File: config.mk
export PLATFORM = sky130hd
export DESIGN_NAME = nrst_ram
export DESIGN_NICKNAME = d
export VERILOG_FILES = /design/src/design/nrst_ram.sv
export SDC_FILE = /design/constraint.sdc
export NUM_CORES = 1
export LEC_CHECK = 0
export BUFFER_PORTS_ARGS = -buffer_cell sky130_fd_sc_hd__buf_2
export CAP_MARGIN = 20
export CORE_ASPECT_RATIO = 1.75
export CORE_MARGIN = 3
export CORE_UTILIZATION = 45
export DETAILED_ROUTE_END_ITERATION = 10
export PLACE_DENSITY = 0.65
export SLEW_MARGIN = 15
export SYNTH_ARGS = -nofsm -noshare
export SYNTH_HDL_FRONTEND = slang
export SYNTH_SLANG_ARGS = --single-unit
File: constraint.sdc
create_clock -name clk -period 1.7 [get_ports clk]
set_input_delay 0 -clock clk [delete_from_list [all_inputs] [get_ports clk]]
set_output_delay 0 -clock clk [all_outputs]
set_load 0.02 [all_outputs]
File: src/design/nrst_ram.sv
// generic single-port-write, registered-read ram
module nrst_ram #(
  parameter int W = 8,
  parameter int D = 16
) (
  input  logic                          clk,
  input  logic                          we,
  input  logic [(D>1?$clog2(D):1)-1:0] waddr,
  input  logic [W-1:0]                  wdata,
  input  logic [(D>1?$clog2(D):1)-1:0] raddr,
  output logic [W-1:0]                  rdata
);
  logic [W-1:0] mem [D];

  always_ff @(posedge clk) begin
    if (we) begin
      mem[waddr] <= wdata;
    end
    rdata <= mem[raddr];
  end
endmodule

==> results.py, run 1 <==
metrics = {
    "status": {
        "outcome": "finished clean",
    },
    "synthesis": {
        "syn_inst": 229,
        "synthArstFlopShare_pct": 0,
        "syn_nets": 247,
        "synth_top_area_share_pct": 74.7,
        "yosys.area.top_type": "edfxtp_1",
        "synthTopCellsByArea": "edfxtp_1, mux4_2, mux4_1",
        "ys_seq_area_share_pct": 77.8,
        "yosysMostFrequentCell": "edfxtp_1",
        "synth_warnings": 0,
        "ys_top_cells_by_count": "edfxtp_1, mux4_2, a22oi_1",
        "yosys_most_used_dff": "edfxtp_1",
        "synth_cell_type_count": 19,
        "ys_ff_latch": 136,
        "syn_avg_cell_area_um2": 22.5,
        "synth_edf_count": 128,
        "syn-cell-area_um2": 5150,
    },
    "cells_and_area": {
        "fin_cells": 438,
        "area_growth_pct": 21.0,
        "layout-drive-gt1-share_pct": 29.7,
        "fin_nets": 311,
        "fill_cells": 822,
        "final_area_um2": 6230,
        "antennaDiodeCount": 0,
    },
    "clock_tree": {
        "cts_tree": "yes",
        "post-cts-setup-buffer-count": 0,
        "clock_path_buffers": 2,
        "htreeDepth": 4,
        "clock-root-buffer": "clkbuf_16",
        "numCtsBuffers": 17,
        "clkLatencyLatePin_ns": 0.40,
        "clk_pin_slew_ns": 0.05,
        "cts.sinks": 136,
    },
    "hold_path": {
        "whs_path_depth": 3,
        "hold_end": "mem[4][5]",
        "hold_path_class": "input port to flip-flop",
        "min_from": "waddr[0]",
    },
    "power": {
        "leakage_nw": 2.15,
        "seqPwrFrac_pct": 48.4,
        "clock_power_share_pct": 46.7,
        "power_frac_comb_pct": 4.9,
        "powerDensity_nw_per_um2": 1250,
        "p_total_mw": 7.79,
        "internal_power_mw": 6.33,
        "p_sw_mw": 1.46,
        "vdd_drop_max_mv": 0.790,
        "p_sw_share_pct": 18.7,
    },
    "place": {
        "placed_cells": 398,
        "dpl.hpwl_mm": 6.43,
        "placed_area_um2": 5550,
        "place.gp.congestion": 0.724,
        "port_buffers": 25,
    },
    "timing": {
        "tns_ns": 0,
        "finalHoldViolCount": 0,
        "drv_slew": 0,
        "hold_ws_ns": 0.148,
        "fin_skew_ns": 0.00688,
        "maxSlewHeadroom_pct": 74.1,
        "max_freq_mhz": 759,
        "fin_crit_sh_pct": 77.5,
        "setup_violations": 0,
        "period_needed_ns": 1.32,
        "rsz0062_at_grt": "false",
        "worstMarginPinSlew_ns": 0.387,
    },
    "route": {
        "drtIter0Drc": 167,
        "viasPerCell": 5.51,
        "postRouteAntennaNets": 0,
        "first_pass_iters": 4,
        "drc_errors": 0,
        "num_vias": 2414,
        "drt-total-wl_mm": 9.37,
        "wl_per_cell_um": 21.4,
    },
    "setup_path": {
        "arrival_ns": 1.61,
        "endpoint_kind": "flip-flop",
        "worstPathMaxFanout": 1,
        "reg2reg_to": "rdata[3]",
        "r2r-start": "mem[0][3]",
        "required_ns": 1.99,
        "crit_type": "flip-flop to flip-flop",
        "rrSetupSlack_ns": 0.38,
        "worstRegToRegCells": 3,
        "cp-start-kind": "flip-flop",
    },
    "die": {
        "initial_core_util_pct": 46.1,
        "core-area_um2": 11200,
        "dieArea_um2": 12800,
        "rows": 51,
        "dieWidth_um": 86.9,
        "pin_count": 26,
        "die_h_um": 147,
    },
    "global_routing": {
        "grt_antenna_before_repair": 0,
        "overflow": 0,
        "grt_max_degree": 33,
        "grt_pass1_wl_mm": 14.8,
        "grt_usage_pct": 16.2,
        "grt_pass1_vias": 2602,
    },
    "run": {
        "maxCapViolCount": 0,
    },
}
[per-layer routing]
metal	global-route usage [%]	vias to the layer above	share of wire [%]
li1	-	1099	-
met1	18.5	1255	37
met2	28.5	55	58
met3	4.13	5	3.9
met4	6.47	0	0.93
met5	0	-	0
[kinds of logic (layout without fill, tap and decap cells)]
family | after synthesis | after routing | share of synthesized area, %
buf+inv | 10 | 87 | 1.68
simple gates | 35 | 35 | 3.18
compound gates | 16 | 16 | 2.33
mux | 32 | 32 | 15.0
flops | 136 | 136 | 77.8
[cells in the final DEF (no fill, tap or decap), types with 9 or more instances in the layout]
master and n:
a22oi_1 16, mux4_1 14, clkbuf_16 17, nor2_1 13, mux4_2 18, buf_2 25
nand2_1 9, buf_4 19, edfxtp_1 128
[critical path, stage by stage, from the launching register on]
cell and delay (ns):
edfxtp_1 0.38, mux4_1 0.50, a22oi_1 0.25, nand2_1 0.08
[power by group through the flow]
| stage | Sequential [mW] | Clock, mW | Combinational (mW) |
|---|---|---|---|
| floorplan | 3.86 | 0 | 0.190 |
| global placement | 3.84 | 0 | 0.369 |
| detailed placement | 3.84 | 0 | 0.378 |
| CTS | 3.77 | 3.69 | 0.393 |
| global route | 3.78 | 3.84 | 0.421 |
| finish | 3.77 | 3.64 | 0.385 |
[state kept, by name, summed over array words and instances, names as in the netlist]
register,count
rdata,8
mem,128
[metrics by stage]
step                      util (%)  setup WS (ns)
after global placement        49.7          0.289
final                         55.8          0.383
after detailed placement      49.7          0.298
after global routing          55.8          0.295
after floorplan                  -          0.207
after CTS                     55.8          0.374
[repair_timing]
action	4_1_cts	5_1_grt
gates resized for setup	0	0
hold buffers	8	0
endpoints found under the hold margin	128	0
[how the worst max path moves through the flow]
stage / startpoint / to / depth (start not counted)
6_report: mem[0][3] / rdata[3] / 3
5_1_grt: mem[5][0] / rdata[0] / 3
4_1_cts: mem[1][2] / rdata[2] / 3
3_5_place_dp: raddr[0] / rdata[2] / 5
3_3_place_gp: raddr[0] / rdata[2] / 5
2_1_floorplan: waddr[2] / mem[0][0] / 2
[area by class of cell]
cell class                 count  area [µm²]  share of cell area (%)
clock inverter                13         159                    2.55
sequential                   136        4000                    64.3
multi-input combinational     83        1060                    17.0
timing repair buffer          55         408                    6.55
clock buffer                  19         433                    6.95
tap                          132         165                    2.65
No activity file was read; power rests on OpenSTA's default activity.
==> run 2, diff against run 1 <==
==> constraint.sdc (replaced) <==
create_clock -name clk -period 1.4 [get_ports clk]
set_input_delay 0 -clock clk [delete_from_list [all_inputs] [get_ports clk]]
set_output_delay 0 -clock clk [all_outputs]
set_load 0.02 [all_outputs]
==> run 2 against run 1 <==
Net effect:
- flip-flop and latch count unchanged
- critical path type unchanged
- critical path depth did not move
- combinational power rose by 24%
- die area is the same
- non-clock buffer count increased by 3
- worst setup slack worse by 0.30 ns
- global-route usage up 0.82 points
- count of clock-buffer cells in the layout up 1
- first-iteration DRC count increased by 14%
- clock skew is essentially flat
- utilization is 0.74 points higher
- sequential share of layout area is 0.84 points lower
==> results.py, run 2 (same netlist as run 1, synthesis figures left out) <==
metrics = {
    "power": {
        "vdd_drop_max_mv": 0.920,
        "powerDensity_nw_per_um2": 1540,
        "leakage_nw": 2.19,
    },
    "global_routing": {
        "grt_max_degree": 33,
        "grt_pass1_vias": 2631,
        "overflow": 0,
        "grt_antenna_before_repair": 0,
        "grt_usage_pct": 17.0,
        "grt_pass1_wl_mm": 15.3,
    },
    "cells_and_area": {
        "layout-drive-gt1-share_pct": 33.0,
        "post-route-util_pct": 56.5,
        "layout_common_cells": "edfxtp_1, buf_2, buf_4",
        "top_regs": "mem (128), rdata (8)",
        "layout_commonest_cell": "edfxtp_1",
        "fin_cells": 441,
        "area_growth_pct": 22.6,
        "antennaDiodeCount": 0,
        "fin_nets": 314,
        "largest_register_ff_count": 128,
        "top_register": "mem",
    },
    "timing": {
        "drv_slew": 0,
        "setup_ws_ns": 0.0781,
        "tns_ns": 0,
        "period_needed_ns": 1.32,
        "setup_violations": 0,
        "worstMarginPinSlew_ns": 0.394,
        "hold_ws_ns": 0.132,
        "finalHoldViolCount": 0,
        "fin_skew_ns": 0.00716,
        "max_freq_mhz": 757,
        "maxSlewHeadroom_pct": 73.7,
        "rsz0062_at_grt": "false",
        "fin_crit_sh_pct": 94.4,
    },
    "setup_path": {
        "slowest_stage": "mux4_1",
        "crit_buf_inv": 0,
        "endpoint_kind": "flip-flop",
        "worstPathMaxFanout": 1,
        "worstRegToRegCells": 3,
        "cp.depth": 3,
        "slowest_delay_ns": 0.50,
        "cp-start-kind": "flip-flop",
        "required_ns": 1.70,
        "crit_type": "flip-flop to flip-flop",
        "critical-path-top-delay-family": "multiplexers",
        "arrival_ns": 1.62,
        "worstPathCellList": "mux4_1, a22oi_1, nand2_1",
    },
    "clock_tree": {
        "numCtsBuffers": 17,
        "clock_path_buffers": 2,
        "clock-root-buffer": "clkbuf_16",
        "htreeDepth": 4,
        "cts_tree": "yes",
        "clk_pin_slew_ns": 0.06,
        "post-cts-setup-buffer-count": 0,
        "cts.sinks": 136,
        "clkLatencyLatePin_ns": 0.41,
    },
    "place": {
        "dpl.hpwl_mm": 6.57,
        "place.gp.congestion": 0.759,
        "placed_cells": 401,
        "place_worst_setup_slack_ns": 0.00382,
        "port_buffers": 25,
    },
    "die": {
        "die_h_um": 147,
        "dieArea_um2": 12800,
        "core-area_um2": 11200,
        "rows": 51,
        "initial_core_util_pct": 46.1,
        "pin_count": 26,
        "dieWidth_um": 86.9,
    },
    "route": {
        "postRouteAntennaNets": 0,
        "drtIter0Drc": 191,
        "drc_errors": 0,
        "viasPerCell": 5.67,
        "first_pass_iters": 4,
        "wl_per_cell_um": 22.1,
        "drt-total-wl_mm": 9.76,
        "num_vias": 2502,
    },
    "status": {
        "outcome": "finished clean",
    },
    "hold_path": {
        "hold_path_class": "input port to flip-flop",
        "whs_path_depth": 3,
    },
    "run": {
        "maxCapViolCount": 0,
    },
}
[run 2: cell types whose count changed in the layout (fill, tap and decap cells not counted), moves of 2 or more]
| cell | change |
|---|---|
| buf_4 | +2 |
| clkinvlp_4 | +2 |
| clkbuf_8 | +2 |
| clkinv_1 | -5 |
[run 2: power breakdown]
group	total (mW)	internal (mW)	switching [mW]
Clock	4.67	3.07	1.60
Combinational	0.478	0.214	0.264
Sequential	4.58	4.55	0.0281
[run 2: final timing paths]
path,start,to,slack (ns)
hold / removal,waddr[0],mem[0][5],0.13
setup reg to reg,mem[0][1],rdata[1],0.08
setup / recovery,mem[0][1],rdata[1],0.08
hold reg to reg,mem[12][1],rdata[1],0.67
[run 2: per-stage QoR]
step,power [mW],cell area (µm²)
final,9.73,6310
after global routing,10.0,6310
after CTS,9.81,6300
after detailed placement,5.13,5590
after global placement,5.12,5590
after floorplan,4.92,5150
[run 2: area by class of cell]
class	instances	area (µm²)
repair buffers	58	443
clock buffers	20	457
well taps	132	165
flip-flops and latches	136	4000
multi-input cells	83	1070
fillers	807	4860
clock inverters	12	173
[run 2: worst min-delay path, cell delays in order]
cell and delay (ns):
buf_2 0.15, nor3_2 0.07, buf_4 0.15
[run 2: per-layer routing]
| layer | vias to the layer above | GRT usage (%) | part of all wire (%) |
|---|---|---|---|
| met2 | 75 | 29.3 | 56 |
| met4 | 0 | 6.63 | 1.7 |
| li1 | 1114 | - | - |
| met3 | 13 | 5.69 | 4.2 |
| met5 | - | 0 | 0 |
| met1 | 1300 | 19.2 | 38 |
[run 2: what timing repair did]
item                       4_1_cts  5_1_grt
resized for setup                0        1
hold endpoints to repair       128        0
setup endpoints to repair        0        1
hold buffers                     8        0
